**config.mk**
```make
export PLATFORM = sky130hd
export DESIGN_NAME = aprs_position_text_formatter_top_flat
export DESIGN_NICKNAME = d
export VERILOG_FILES = /design/src/rtl/core/aprs_pos_pkg.sv /design/src/rtl/core/aprs_pos_in_if.sv /design/src/rtl/core/aprs_pos_out_if.sv /design/src/rtl/core/aprs_pos_fmt.sv /design/src/rtl/core/aprs_position_text_formatter_top.sv /design/src/flat_wrapper.sv
export VERILOG_INCLUDE_DIRS = /design/src /design/src/rtl/core
export SDC_FILE = /design/constraint.sdc
export NUM_CORES = 2
export LEC_CHECK = 0
export BUFFER_PORTS_ARGS = -buffer_cell sky130_fd_sc_hd__buf_2
export CAP_MARGIN = 15
export CORE_UTILIZATION = 47
export CTS_CLUSTER_SIZE = 12
export DETAILED_ROUTE_END_ITERATION = 8
export PLACE_DENSITY_LB_ADDON = 0.15
export SYNTH_ARGS = -nofsm -noshare
export SYNTH_HDL_FRONTEND = slang
export SYNTH_HIERARCHICAL = 1
export SYNTH_SLANG_ARGS = --single-unit
```
**constraint.sdc**
```tcl
create_clock -name clk -period 16.03 [get_ports clk]
set_clock_uncertainty 0.15 [all_clocks]
set_input_delay 0 -clock clk [delete_from_list [all_inputs] [get_ports clk]]
set_output_delay 0 -clock clk [all_outputs]
set_load 0.005 [all_outputs]
```
**src/rtl/core/aprs_position_text_formatter_top_assert.svh**
```systemverilog
// Assertion macros shared by the position formatter modules.
// Each macro expects signals named clk and rst_n in the calling scope.
`ifndef APRS_POSITION_TEXT_FORMATTER_TOP_ASSERT_SVH
`define APRS_POSITION_TEXT_FORMATTER_TOP_ASSERT_SVH

// The condition must hold at every clock edge outside reset.
`define APRS_ASSERT_ALWAYS(lbl, cond, msg) \
  lbl: assert property (@(posedge clk) disable iff (!rst_n) (cond)) else $error(msg);

// The consequent must hold in the same cycle as the antecedent.
`define APRS_ASSERT_IMPL(lbl, ante, cons, msg) \
  lbl: assert property (@(posedge clk) disable iff (!rst_n) (ante) |-> (cons)) \
    else $error(msg);

// The consequent must hold in the cycle after the antecedent.
`define APRS_ASSERT_NEXT(lbl, ante, cons, msg) \
  lbl: assert property (@(posedge clk) disable iff (!rst_n) (ante) |=> (cons)) \
    else $error(msg);

`endif

```
**src/rtl/core/aprs_pos_pkg.sv**
```systemverilog
`timescale 1ns / 1ps
package aprs_pos_pkg;

  localparam int unsigned AngleW = 29;
  localparam int unsigned MagW   = 28;
  localparam int unsigned AmbW   = 3;
  localparam int unsigned NChars = 9;

  // Clamp limits in microdegrees.
  localparam logic signed [AngleW-1:0] LatLimit = 29'sd90000000;
  localparam logic signed [AngleW-1:0] LonLimit = 29'sd180000000;
  localparam logic signed [AngleW-1:0] LatLimitNeg = -29'sd90000000;
  localparam logic signed [AngleW-1:0] LonLimitNeg = -29'sd180000000;

  // Reciprocal constants for division by constants.
  // deg = (mag * RecipMicro) >> 48, exact for mag below 2^28.
  localparam logic [28:0] RecipMicro = 29'd281474977;
  // hund = (num * RecipThousand) >> 33, exact for num below 2^23.
  localparam logic [23:0] RecipThousand = 24'd8589935;

  localparam logic [12:0] HundPerDeg = 13'd6000;
  localparam logic [7:0]  AmbMax     = 8'd4;

  // ASCII codes.
  localparam logic [7:0] CharZero  = 8'h30;
  localparam logic [7:0] CharDot   = 8'h2E;
  localparam logic [7:0] CharSpace = 8'h20;
  localparam logic [7:0] CharN     = 8'h4E;
  localparam logic [7:0] CharS     = 8'h53;
  localparam logic [7:0] CharE     = 8'h45;
  localparam logic [7:0] CharW     = 8'h57;

  // One formatted field, first character in chars[0].
  typedef struct packed {
    logic [NChars-1:0][7:0] chars;
    logic                   lon;
    logic                   clamped;
  } fmt_item_t;

  function automatic logic [7:0] digit_char(input logic [3:0] d);
    digit_char = CharZero + {4'b0000, d};
  endfunction

endpackage

```
**src/rtl/core/aprs_pos_in_if.sv**
```systemverilog
`timescale 1ns / 1ps
interface aprs_pos_in_if;
  logic                     valid;
  logic                     ready;
  logic                     mode;
  logic signed [28:0]       angle_microdeg;

  modport source (output valid, mode, angle_microdeg, input ready);
  modport sink   (input valid, mode, angle_microdeg, output ready);
endinterface

```
**src/rtl/core/aprs_pos_out_if.sv**
```systemverilog
`timescale 1ns / 1ps
interface aprs_pos_out_if;
  logic       valid;
  logic       ready;
  logic [7:0] char_code;
  logic       last;
  logic       clamped;

  modport source (output valid, char_code, last, clamped, input ready);
  modport sink   (input valid, char_code, last, clamped, output ready);
endinterface

```
**src/rtl/core/aprs_pos_fmt.sv**
```systemverilog
`timescale 1ns / 1ps
`include "aprs_position_text_formatter_top_assert.svh"
// Seven-stage arithmetic pipeline: clamp, degree split, minute rounding,
// decimal digit extraction and text assembly of one position field.
module aprs_pos_fmt (
  input  logic                            clk,
  input  logic                            rst_n,
  input  logic                            in_valid,
  output logic                            in_ready,
  input  logic                            in_mode,
  input  logic signed [aprs_pos_pkg::AngleW-1:0] in_angle,
  input  logic [aprs_pos_pkg::AmbW-1:0]   amb,
  output logic                            item_valid,
  input  logic                            item_ready,
  output aprs_pos_pkg::fmt_item_t         item
);

  // Stage enables: a stage loads when it is empty or its successor loads.
  logic [7:1] v_r;
  logic [8:1] en;

  always_comb begin
    en[8] = item_ready;
    for (int k = 7; k >= 1; k--) begin
      en[k] = !v_r[k] || en[k+1];
    end
  end
  assign in_ready   = en[1];
  assign item_valid = v_r[7];

  always_ff @(posedge clk) begin
    if (!rst_n) begin
      v_r <= '0;
    end else begin
      if (en[1]) v_r[1] <= in_valid;
      for (int k = 2; k <= 7; k++) begin
        if (en[k]) v_r[k] <= v_r[k-1];
      end
    end
  end

  // Flags that ride along every stage up to text assembly.
  logic [6:1] lon_r, neg_r, clp_r;

  // Stage 1: clamp to the limit of the selected axis and take the magnitude.
  logic signed [aprs_pos_pkg::AngleW-1:0] lim_hi, lim_lo, a_cl;
  logic        clp_nxt, neg_nxt;
  logic [aprs_pos_pkg::AngleW-1:0] abs_w;
  logic [aprs_pos_pkg::MagW-1:0]   mag1_r;

  always_comb begin
    lim_hi  = in_mode ? aprs_pos_pkg::LonLimit : aprs_pos_pkg::LatLimit;
    lim_lo  = in_mode ? aprs_pos_pkg::LonLimitNeg : aprs_pos_pkg::LatLimitNeg;
    a_cl    = in_angle;
    clp_nxt = 1'b0;
    if (in_angle > lim_hi) begin
      a_cl    = lim_hi;
      clp_nxt = 1'b1;
    end else if (in_angle < lim_lo) begin
      a_cl    = lim_lo;
      clp_nxt = 1'b1;
    end
    neg_nxt = a_cl[aprs_pos_pkg::AngleW-1];
    abs_w   = neg_nxt ? -a_cl : a_cl;
  end

  // Flag registers of stages 1 to 6.
  always_ff @(posedge clk) begin
    if (en[1]) begin
      lon_r[1] <= in_mode;
      neg_r[1] <= neg_nxt;
      clp_r[1] <= clp_nxt;
    end
    for (int k = 2; k <= 6; k++) begin
      if (en[k]) begin
        lon_r[k] <= lon_r[k-1];
        neg_r[k] <= neg_r[k-1];
        clp_r[k] <= clp_r[k-1];
      end
    end
  end

  always_ff @(posedge clk) begin
    if (en[1]) begin
      mag1_r <= abs_w[aprs_pos_pkg::MagW-1:0];
    end
  end

  // Stage 2: reciprocal product for the whole degrees.
  logic [56:0] prod2_r;
  logic [aprs_pos_pkg::MagW-1:0] mag2_r;
  always_ff @(posedge clk) begin
    if (en[2]) begin
      prod2_r <= 57'(mag1_r) * 57'(aprs_pos_pkg::RecipMicro);
      mag2_r  <= mag1_r;
    end
  end

  // Stage 3: fraction of a degree, scaled to hundredths of a minute with rounding.
  logic [7:0]  deg3_w;
  logic [27:0] frac3_w;
  logic [22:0] num3_w;
  logic [7:0]  deg3_r;
  logic [22:0] num3_r;
  always_comb begin
    deg3_w  = prod2_r[55:48];
    frac3_w = mag2_r - (28'(deg3_w) * 28'd1000000);
    num3_w  = (23'(frac3_w[19:0]) * 23'd6) + 23'd500;
  end
  always_ff @(posedge clk) begin
    if (en[3]) begin
      deg3_r <= deg3_w;
      num3_r <= num3_w;
    end
  end

  // Stage 4: reciprocal product for the division by one thousand.
  logic [46:0] prod4_r;
  logic [7:0]  deg4_r;
  always_ff @(posedge clk) begin
    if (en[4]) begin
      prod4_r <= 47'(num3_r) * 47'(aprs_pos_pkg::RecipThousand);
      deg4_r  <= deg3_r;
    end
  end

  // Stage 5: a rounded sixty minutes wraps to zero and carries into degrees.
  logic [12:0] hund5_w;
  logic [12:0] hund5_r;
  logic [7:0]  deg5_r;
  assign hund5_w = prod4_r[45:33];
  always_ff @(posedge clk) begin
    if (en[5]) begin
      if (hund5_w >= aprs_pos_pkg::HundPerDeg) begin
        hund5_r <= hund5_w - aprs_pos_pkg::HundPerDeg;
        deg5_r  <= deg4_r + 8'd1;
      end else begin
        hund5_r <= hund5_w;
        deg5_r  <= deg4_r;
      end
    end
  end

  // Stage 6: decimal quotients by reciprocal multiplication.
  logic [28:0] hq10_w;
  logic [25:0] hq100_w;
  logic [26:0] hq1000_w;
  logic [15:0] dq10_w;
  logic [13:0] dq100_w;
  logic [12:0] hund6_r;
  logic [9:0]  hq10_r;
  logic [6:0]  hq100_r;
  logic [3:0]  hq1000_r;
  logic [7:0]  deg6_r;
  logic [4:0]  dq10_r;
  logic [1:0]  dq100_r;
  always_comb begin
    hq10_w   = 29'(hund5_r) * 29'd52429;
    hq100_w  = 26'(hund5_r) * 26'd5243;
    hq1000_w = 27'(hund5_r) * 27'd8389;
    dq10_w   = 16'(deg5_r) * 16'd205;
    dq100_w  = 14'(deg5_r) * 14'd41;
  end
  always_ff @(posedge clk) begin
    if (en[6]) begin
      hund6_r  <= hund5_r;
      hq10_r   <= hq10_w[28:19];
      hq100_r  <= hq100_w[25:19];
      hq1000_r <= hq1000_w[26:23];
      deg6_r   <= deg5_r;
      dq10_r   <= dq10_w[15:11];
      dq100_r  <= dq100_w[13:12];
    end
  end

  // Stage 7: digits, blanking and placement of the characters.
  logic [3:0] hd0, hd1, hd2, hd3, dd0, dd1, dd2;
  logic [7:0] amb_sat;
  logic [7:0][7:0] tail;
  logic [7:0] hemi;
  aprs_pos_pkg::fmt_item_t item_nxt;
  aprs_pos_pkg::fmt_item_t item_r;

  always_comb begin
    hd0 = 4'(hund6_r - (13'(hq10_r) * 13'd10));
    hd1 = 4'(hq10_r - (10'(hq100_r) * 10'd10));
    hd2 = 4'(hq100_r - (7'(hq1000_r) * 7'd10));
    hd3 = hq1000_r;
    dd0 = 4'(deg6_r - (8'(dq10_r) * 8'd10));
    dd1 = 4'(dq10_r - (5'(dq100_r) * 5'd10));
    dd2 = 4'(dq100_r);
    amb_sat = (8'(amb) > aprs_pos_pkg::AmbMax) ? aprs_pos_pkg::AmbMax : 8'(amb);
    if (lon_r[6]) begin
      hemi = neg_r[6] ? aprs_pos_pkg::CharW : aprs_pos_pkg::CharE;
    end else begin
      hemi = neg_r[6] ? aprs_pos_pkg::CharS : aprs_pos_pkg::CharN;
    end
    // Tail in output order: degree tens, units, minutes, point, decimals, letter.
    tail[0] = aprs_pos_pkg::digit_char(dd1);
    tail[1] = aprs_pos_pkg::digit_char(dd0);
    tail[2] = (amb_sat >= 8'd4) ? aprs_pos_pkg::CharSpace : aprs_pos_pkg::digit_char(hd3);
    tail[3] = (amb_sat >= 8'd3) ? aprs_pos_pkg::CharSpace : aprs_pos_pkg::digit_char(hd2);
    tail[4] = aprs_pos_pkg::CharDot;
    tail[5] = (amb_sat >= 8'd2) ? aprs_pos_pkg::CharSpace : aprs_pos_pkg::digit_char(hd1);
    tail[6] = (amb_sat >= 8'd1) ? aprs_pos_pkg::CharSpace : aprs_pos_pkg::digit_char(hd0);
    tail[7] = hemi;
    item_nxt.lon     = lon_r[6];
    item_nxt.clamped = clp_r[6];
    // Longitude puts the hundreds of degrees in front of the tail.
    if (lon_r[6]) begin
      item_nxt.chars[0] = aprs_pos_pkg::digit_char(dd2);
      for (int i = 0; i < 8; i++) begin
        item_nxt.chars[i+1] = tail[i];
      end
    end else begin
      for (int i = 0; i < 8; i++) begin
        item_nxt.chars[i] = tail[i];
      end
      item_nxt.chars[8] = aprs_pos_pkg::CharSpace;
    end
  end

  always_ff @(posedge clk) begin
    if (en[7]) begin
      item_r <= item_nxt;
    end
  end
  assign item = item_r;

  // Checks on the arithmetic.
  `APRS_ASSERT_IMPL(a_hund_wrapped, v_r[5], hund5_r < aprs_pos_pkg::HundPerDeg, "minutes not wrapped")
  `APRS_ASSERT_IMPL(a_deg_range, v_r[5], (deg5_r <= 8'd180) && (lon_r[5] || deg5_r <= 8'd90), "degrees out of range")
  `APRS_ASSERT_IMPL(a_thousands, v_r[6], hq1000_r <= 4'd5, "tens of minutes above five")
  `APRS_ASSERT_NEXT(a_stall_hold, v_r[7] && !item_ready, $stable(item_r) && v_r[7], "stalled item changed")

endmodule

```
**src/rtl/core/aprs_position_text_formatter_top.sv**
```systemverilog
`timescale 1ns / 1ps
// APRS position text formatter. Each input item (mode, signed angle in
// microdegrees) yields one field of text, one ASCII character per output item:
// "ddmm.mmH" (8 items) for latitude or "dddmm.mmH" (9 items) for longitude, with
// last set on the hemisphere letter and clamped repeated on every character.
// The output channel carries one character per cycle while out_ch.ready is high,
// and the arithmetic pipeline can take new input items while a field is being sent;
// the next field is loaded into the output shift register in the same cycle
// that the last character of the previous one is taken. The first character is
// offered once its input item has passed through the seven-stage arithmetic
// pipeline and been loaded into the output shift register.
// cfg_wdata written with cfg_we sets the position ambiguity (values above four
// act as four); write it only while no item is in flight.
`include "aprs_position_text_formatter_top_assert.svh"
module aprs_position_text_formatter_top (
  input  logic                  clk,
  input  logic                  rst_n,
  aprs_pos_in_if.sink           in_ch,
  aprs_pos_out_if.source        out_ch,
  input  logic                  cfg_we,
  input  logic [2:0]            cfg_wdata
);

  // Position ambiguity register.
  logic [aprs_pos_pkg::AmbW-1:0] amb_r;
  always_ff @(posedge clk) begin
    if (!rst_n) begin
      amb_r <= '0;
    end else if (cfg_we) begin
      amb_r <= cfg_wdata;
    end
  end

  // Arithmetic pipeline.
  logic                    item_valid;
  logic                    item_ready;
  aprs_pos_pkg::fmt_item_t item;

  aprs_pos_fmt u_fmt (
    .clk        (clk),
    .rst_n      (rst_n),
    .in_valid   (in_ch.valid),
    .in_ready   (in_ch.ready),
    .in_mode    (in_ch.mode),
    .in_angle   (in_ch.angle_microdeg),
    .amb        (amb_r),
    .item_valid (item_valid),
    .item_ready (item_ready),
    .item       (item)
  );

  // Output shift register: one character leaves per taken item.
  logic [aprs_pos_pkg::NChars-1:0][7:0] sh_r;
  logic [3:0] cnt_r;
  logic       clp_r;
  logic       take;
  logic       load;

  assign take       = out_ch.valid && out_ch.ready;
  assign item_ready = (cnt_r == 4'd0) || (out_ch.ready && cnt_r == 4'd1);
  assign load       = item_valid && item_ready;

  always_ff @(posedge clk) begin
    if (!rst_n) begin
      cnt_r <= '0;
    end else if (load) begin
      cnt_r <= item.lon ? 4'd9 : 4'd8;
    end else if (take) begin
      cnt_r <= cnt_r - 4'd1;
    end
  end

  always_ff @(posedge clk) begin
    if (load) begin
      sh_r  <= item.chars;
      clp_r <= item.clamped;
    end else if (take) begin
      sh_r  <= sh_r >> 8;
    end
  end

  assign out_ch.valid     = cnt_r != 4'd0;
  assign out_ch.char_code = sh_r[0];
  assign out_ch.last      = cnt_r == 4'd1;
  assign out_ch.clamped   = clp_r;

  // Checks on the serializer.
  `APRS_ASSERT_ALWAYS(a_cnt_range, cnt_r <= 4'd9, "character count above nine")
  `APRS_ASSERT_IMPL(a_last_letter, out_ch.valid && out_ch.last, (sh_r[0] == aprs_pos_pkg::CharN) || (sh_r[0] == aprs_pos_pkg::CharS) || (sh_r[0] == aprs_pos_pkg::CharE) || (sh_r[0] == aprs_pos_pkg::CharW), "last character is not a hemisphere letter")
  `APRS_ASSERT_NEXT(a_clamped_steady, out_ch.valid && !out_ch.last, $stable(clp_r), "clamped flag changed inside a field")

endmodule
```
**src/flat_wrapper.sv**
```systemverilog
// flat-port wrapper written by rule: the top's interface ports become plain ports
module aprs_position_text_formatter_top_flat 
  (clk, rst_n, cfg_we, cfg_wdata, in_ch_valid, in_ch_mode, in_ch_angle_microdeg, in_ch_ready, out_ch_valid, out_ch_char_code, out_ch_last, out_ch_clamped, out_ch_ready);
  aprs_pos_in_if in_ch_i ();
  aprs_pos_out_if out_ch_i ();
  input  logic clk;
  input  logic rst_n;
  input  logic cfg_we;
  input  logic [2:0] cfg_wdata;
  input wire logic [$bits(in_ch_i.valid)-1:0] in_ch_valid;
  input wire logic [$bits(in_ch_i.mode)-1:0] in_ch_mode;
  input wire logic [$bits(in_ch_i.angle_microdeg)-1:0] in_ch_angle_microdeg;
  output wire logic [$bits(in_ch_i.ready)-1:0] in_ch_ready;
  output wire logic [$bits(out_ch_i.valid)-1:0] out_ch_valid;
  output wire logic [$bits(out_ch_i.char_code)-1:0] out_ch_char_code;
  output wire logic [$bits(out_ch_i.last)-1:0] out_ch_last;
  output wire logic [$bits(out_ch_i.clamped)-1:0] out_ch_clamped;
  input wire logic [$bits(out_ch_i.ready)-1:0] out_ch_ready;
  assign in_ch_i.valid = in_ch_valid;
  assign in_ch_i.mode = in_ch_mode;
  assign in_ch_i.angle_microdeg = in_ch_angle_microdeg;
  assign in_ch_ready = in_ch_i.ready;
  assign out_ch_valid = out_ch_i.valid;
  assign out_ch_char_code = out_ch_i.char_code;
  assign out_ch_last = out_ch_i.last;
  assign out_ch_clamped = out_ch_i.clamped;
  assign out_ch_i.ready = out_ch_ready;
  aprs_position_text_formatter_top u_core (.clk(clk), .rst_n(rst_n), .in_ch(in_ch_i), .out_ch(out_ch_i), .cfg_we(cfg_we), .cfg_wdata(cfg_wdata));
endmodule
```
Word level (Yosys, flattened, before mapping)
Cells that the tools add are included.
- $add $sub $neg: 18
- multiply operators: 14
- order comparisons: 8
- eq/ne operators: 1
- mux-type cells: 22
- reduce and logical (&&, ||, !) cells: 21
- operators with widths (operator ; number):
    $mux W72 ; 2
    $mux W28 ; 3
    $mux W63 ; 1
    $mux W29 ; 2
    $mul A28 B29 Y56 const B ; 1
    $mul A23 B24 Y46 const B ; 1
    $add A6 B4 Y7 const A ; 6
    $gt A29 B29 Y1 ; 1
    $lt A29 B29 Y1 ; 1
    $mul A13 B16 Y29 const B ; 1
    $mux W7 ; 4
    $neg A28 Y28 ; 1
    $mul A13 B14 Y27 const B ; 1
    $mul A13 B13 Y26 const B ; 1
    $add A23 B9 Y23 const B ; 1
    $mul A20 B2 Y22 const B ; 1
    $sub A20 B20 Y20 ; 1
    $sub A4 B4 Y4 ; 5
    $mul A8 B8 Y16 const B ; 1
    $mux W5 ; 3
    $mul A8 B14 Y14 const B ; 1
    $mul A8 B6 Y14 const B ; 1
    $ge A13 B13 Y1 const B ; 1
    $mux W13 ; 1
    24 further kinds ; 42
- bits in registers: 424

Longest topological paths before layout
- word-level depth: 10
- mapped depth: 25
- depth with buffers taken out: 25

Modules after synthesis
The synthesis kept the hierarchy.
- by module, submodules not included (module ; times used ; cells an instance ; area an instance (µm²)):
    aprs_pos_fmt ; 1 ; 3715 ; 39165.1
    aprs_position_text_formatter_top ; 1 ; 340 ; 3485.8

Worst setup path before layout
Ideal clock, no wire load.
- path type: register to register
- start: register u_core/u_fmt/mag1_r[4] in the netlist's numbering
- end: register u_core.u_fmt.prod2_r[55], data pin
- arrival: 6.377 ns
- slack: 9.243 ns
- stages on the path, launching flop included: 22
- period minus slack after synthesis: 6.787 ns
- cell sequence: edfxtp_1 fa_1 fa_1 inv_1 fa_1 inv_1 fa_1 fa_1 inv_1 fa_1 fa_1 inv_1 ha_1 a21o_1 a21o_1 a2111oi_0 o31a_1 nor4_1 a221o_1 o41ai_1 o21bai_1 xnor2_1
- cells in the longest elaborated chain, start to end: 1
- RTL lines (item ; line ; text):
    start, declared ; aprs_pos_fmt.sv:49 ; logic [aprs_pos_pkg::MagW-1:0] mag1_r;
    start signal, assigned ; aprs_pos_fmt.sv:85 ; mag1_r <= abs_w[aprs_pos_pkg::MagW-1:0];
    $mul A28 B29 Y56 ; aprs_pos_fmt.sv:94 ; prod2_r <= 57'(mag1_r) * 57'(aprs_pos_pkg::RecipMicro);
    end signal, assigned ; aprs_pos_fmt.sv:94 ;
    end, declared ; aprs_pos_fmt.sv:90 ; logic [56:0] prod2_r;
No other way between the ends.
A chain may end at the register's enable or synchronous reset.

Final worst setup path
- start: register u_core.u_fmt.num3_r[20]
- end: register u_core.u_fmt.prod4_r[43], data pin
- cells in the longest elaborated chain, start to end: 1
- RTL lines (item ; line ; text):
    start, declared ; aprs_pos_fmt.sv:104 ; logic [22:0] num3_r;
    start signal, assigned ; aprs_pos_fmt.sv:113 ; num3_r <= num3_w;
    $mul A23 B24 Y46 ; aprs_pos_fmt.sv:122 ; prod4_r <= 47'(num3_r) * 47'(aprs_pos_pkg::RecipThousand);
    end signal, assigned ; aprs_pos_fmt.sv:122 ;
    end, declared ; aprs_pos_fmt.sv:118 ; logic [46:0] prod4_r;
No other way between the ends.

==> impl_results.html <==
<table>
<tr><th>Metric</th><th>Value</th></tr>
<tr><th colspan="2">Worst setup path</th></tr>
<tr><td>Required @ worst endpoint</td><td>16190 ps</td></tr>
<tr><td>Endpoint arrival time on the critical path</td><td>7610 ps</td></tr>
<tr><td>Launching element type of the critical path</td><td>flop</td></tr>
<tr><td>Kind of critical path</td><td>reg -&gt; reg</td></tr>
<tr><td>Max FO, Critical Path</td><td>8</td></tr>
<tr><td>Endpoint kind of the worst setup timing path</td><td>flop</td></tr>
<tr><th colspan="2">Floorplan</th></tr>
<tr><td>Starting density of the core</td><td>47.4%</td></tr>
<tr><td>Die span in x</td><td>303 µm</td></tr>
<tr><td>Floorplan die area</td><td>92000 µm²</td></tr>
<tr><td>Top-level port count</td><td>50</td></tr>
<tr><td>Floorplan row count</td><td>110</td></tr>
<tr><td>Die H</td><td>303 µm</td></tr>
<tr><td>Floorplan Core Area</td><td>90000 µm²</td></tr>
<tr><th colspan="2">Global routing</th></tr>
<tr><td>Global routing usage on met1</td><td>30.5%</td></tr>
<tr><td>Number of global-route vias before repair</td><td>28.4k</td></tr>
<tr><td>Met3 GRT Util</td><td>2.34%</td></tr>
<tr><td>Total track usage</td><td>21.9%</td></tr>
<tr><td>GRT Max-Usage Layer</td><td>met2</td></tr>
<tr><td>Wire length of the first global-routing pass</td><td>155 mm</td></tr>
<tr><td>Antenna violations before repair</td><td>0</td></tr>
<tr><td>Global-route track usage on met2</td><td>37.0%</td></tr>
<tr><td>Maximum number of pins on one net before global-route repair</td><td>67</td></tr>
<tr><td>Total congestion overflow</td><td>0</td></tr>
<tr><th colspan="2">Routing</th></tr>
<tr><td>Post-route ant nets</td><td>0</td></tr>
<tr><td>Wire length reported by the detailed router</td><td>96.5 mm</td></tr>
<tr><td>DRC Markers</td><td>0</td></tr>
<tr><td>Detailed Route Iter0 Violations</td><td>1315</td></tr>
<tr><td>Vias</td><td>27.2k</td></tr>
<tr><td>Pre-Repair DR Iteration Count</td><td>5</td></tr>
<tr><td>Average wire per cell in the routed design</td><td>18.0 µm</td></tr>
<tr><td>Vias per Instance</td><td>5.06</td></tr>
<tr><th colspan="2">Timing</th></tr>
<tr><td>Worst Max-Slew Pin Slew</td><td>1060 ps</td></tr>
<tr><td>Max-slew violation count</td><td>0</td></tr>
<tr><td>Fmax</td><td>0.134 GHz</td></tr>
<tr><td>Total negative slack for setup checks</td><td>0 ps</td></tr>
<tr><td>Setup slack of the critical path after layout</td><td>8580 ps</td></tr>
<tr><td>RSZ-0062 raised after global routing</td><td>false</td></tr>
<tr><td>Worst rel slew slack</td><td>28.5%</td></tr>
<tr><td>Min Clock Period, post-route</td><td>7450 ps</td></tr>
<tr><td>Number of setup violations in the final report</td><td>0</td></tr>
<tr><td>Final hold vios</td><td>0</td></tr>
<tr><td>Period Utilization, post-route</td><td>46.5%</td></tr>
<tr><th colspan="2">Run status</th></tr>
<tr><td>Run status</td><td>finished, final reports clean</td></tr>
<tr><th colspan="2">Clocking</th></tr>
<tr><td>Number of clock sinks seen by CTS</td><td>306</td></tr>
<tr><td>Cts bufs inserted</td><td>39</td></tr>
<tr><td>CTS tree</td><td>done</td></tr>
<tr><td>Clock transition at the register clock pins on the worst setup and hold paths after CTS</td><td>70 ps</td></tr>
<tr><td>CTS-repair resized insts</td><td>0</td></tr>
<tr><td>Clock network latency to the later pin of the worst-skew pair</td><td>590 ps</td></tr>
<tr><td>Post-CTS repair timing setup buffer count</td><td>0</td></tr>
<tr><td>Clock tree buffer depth</td><td>3</td></tr>
<tr><td>Root buffer cell</td><td>clkbuf_16</td></tr>
<tr><td># H-tree levels</td><td>2</td></tr>
<tr><th colspan="2">Logic synthesis</th></tr>
<tr><td>Synth async-reset ratio</td><td>0%</td></tr>
<tr><td>Post-synthesis instance total</td><td>4055</td></tr>
<tr><td>Synth Cell Area</td><td>42700 µm²</td></tr>
<tr><td>Sequential fraction of the synthesis area</td><td>21.2%</td></tr>
<tr><td>Number of flops mapped to enable cells by yosys</td><td>292</td></tr>
<tr><td>Count of different cell masters after synthesis</td><td>96</td></tr>
<tr><td>Synthesized flop and latch total</td><td>306</td></tr>
<tr><td>Most used DFF post-synth</td><td>edfxtp_1</td></tr>
<tr><td>Count of yosys warnings during synthesis</td><td>6</td></tr>
<tr><td>Mean area per synthesized cell</td><td>10.5 µm²</td></tr>
<tr><th colspan="2">Final layout</th></tr>
<tr><td>Fraction of layout instances using a drive strength above 1</td><td>4.17%</td></tr>
<tr><td>Area used by multi-input combinational logic</td><td>29600 µm²</td></tr>
<tr><td>Antenna diode count</td><td>0</td></tr>
<tr><td>Area grow syn2layout</td><td>7.89%</td></tr>
<tr><td>Number of fillers in the final layout</td><td>8288</td></tr>
<tr><td>Net count reported at finish</td><td>5626</td></tr>
<tr><td>Flip-flop and latch area</td><td>9050 µm²</td></tr>
<tr><th colspan="2">Placement</th></tr>
<tr><td>Buffers on Ports</td><td>49</td></tr>
<tr><td>Post-placement worst setup slack</td><td>8560 ps</td></tr>
<tr><td>Placed wire-length estimate</td><td>81.1 mm</td></tr>
<tr><td>Last weighted congestion value of the routability-driven placer</td><td>0.913</td></tr>
<tr><th colspan="2">Worst hold path</th></tr>
<tr><td>Type of the worst min-delay path</td><td>in -&gt; reg</td></tr>
<tr><th colspan="2">Flow run</th></tr>
<tr><td>Reported max-cap violation count</td><td>0</td></tr>
</table>
## path summary, 6_finish.rpt
path                            start                  endpoint  slack (ps)  depth (start not counted)
min          in_ch_angle_microdeg[28]    u_core/u_fmt/mag1_r[9]          50                          6
min reg2reg     u_core/u_fmt/clp_r[5]     u_core/u_fmt/clp_r[6]         270                          0
max           u_core/u_fmt/num3_r[20]  u_core/u_fmt/prod4_r[43]        8580                         19
max reg2reg   u_core/u_fmt/num3_r[20]  u_core/u_fmt/prod4_r[43]        8580                         19
## layout make-up
class / count / area share, %
clock buffer: 45 / 2.17
clock inverter: 26 / 0.715
inverter: 979 / 7.99
multi-input combinational: 2722 / 64.3
sequential: 306 / 19.7
tap: 1176 / 3.20
timing repair buffer: 117 / 1.93
## logic make-up (layout without fill, tap and decap cells)
group	count (synthesis)	count (layout)	synth area share [%]
xor+xnor	139	139	2.89
simple gates	675	675	7.52
buf+inv	1051	1167	9.60
mux	16	16	0.381
compound gates	443	443	6.86
other cells	2	26	0.0176
fa+ha+maj	1423	1423	51.5
flops	306	306	21.2
## critical path: stages, from the launching register on
cell	delay [ps]
edfxtp_1	550
fa_1	650
inv_1	70
fa_1	490
fa_1	530
fa_1	540
fa_1	550
fa_1	550
inv_1	60
fa_1	490
ha_1	350
inv_1	80
o221ai_1	130
a21oi_1	190
and4b_1	220
a2111oi_0	720
a21oi_1	210
or3_1	410
a21oi_1	180
xnor2_1	80
## routing by layer
layer  up-vias  wire length (µm)
li1      13400                 -
met1     13300             45800
met2       385             46000
met3        79              3130
met4         0              1600
met5         -                 0
## flip-flops by register name (all words and copies together), names as in the netlist, 4 cells and up
name,cells
u_core/u_fmt/num3_r,22
u_core/u_fmt/hq10_r,4
u_core/u_fmt/deg4_r,8
u_core/u_fmt/item,47
u_core/u_fmt/mag1_r,28
u_core/u_fmt/prod2_r,13
u_core/u_fmt/hq100_r,4
u_core/out_ch.char_code,8
u_core/u_fmt/dq10_r,4
u_core/cnt_r,4
u_core/u_fmt/prod4_r,13
u_core/u_fmt/deg3_r,8
u_core/u_fmt/neg_r,6
u_core/sh_r,64
u_core/u_fmt/mag2_r,15
u_core/u_fmt/lon_r,6
u_core/u_fmt/clp_r,6
u_core/u_fmt/v_r,7
u_core/u_fmt/hund5_r,13
u_core/u_fmt/deg5_r,8
u_core/u_fmt/hund6_r,4
u_core/u_fmt/deg6_r,4
u_core/u_fmt/hd3,4
## cell usage after synthesis (37+ instances only)
cell type	count	area [µm²]
fa_1	555	11100
o21ai_0	70	350
xnor2_1	89	780
xor2_1	48	420
a21oi_1	136	681
a21o_1	60	450
ha_1	868	10900
nor2_1	124	465
nand3_1	37	185
nand2_1	302	1130
inv_1	976	3660
edfxtp_1	292	8770
## what timing repair did
| item | in CTS | in global routing |
|---|---|---|
| hold buffers | 53 | 0 |
| setup endpoints to repair | 0 | 0 |
| endpoints found under the hold margin | 52 | 0 |
## cells in the final DEF (no fill, tap or decap), drive strengths merged, types with 9 or more instances in the layout
cell,instances
or2,16
a31oi,9
edfxtp,292
mux2i,14
nor2,125
a2111oi,12
o21a,34
o21ai,79
ha,868
inv,980
o211ai,11
buf,64
o21bai,15
nand3,37
xor2,49
nand4,18
nor2b,25
fa,555
and3,13
conb,26
nor4,18
o31ai,12
nor3,37
dfxtp,14
or3,17
xnor2,90
nand2b,19
a21o,62
and2,17
clkinv,18
a21oi,136
clkbuf,45
nand2,302
a211oi,13
dlygate4sd3,53
## stage by stage
step	util (%)	hold slack, ps	instance area [µm²]	instances
after floorplan	-	-51.1	42700	4079
after global placement	49.1	94.9	44200	5247
after detailed placement	49.1	103	44200	5247
after CTS	51.1	13.2	46000	5371
after global routing	51.1	106	46000	5371
final	51.1	51.0	46000	5371
Power is not shown: default switching activity piles up to over one toggle a cycle in this logic, so the estimate is an artifact.
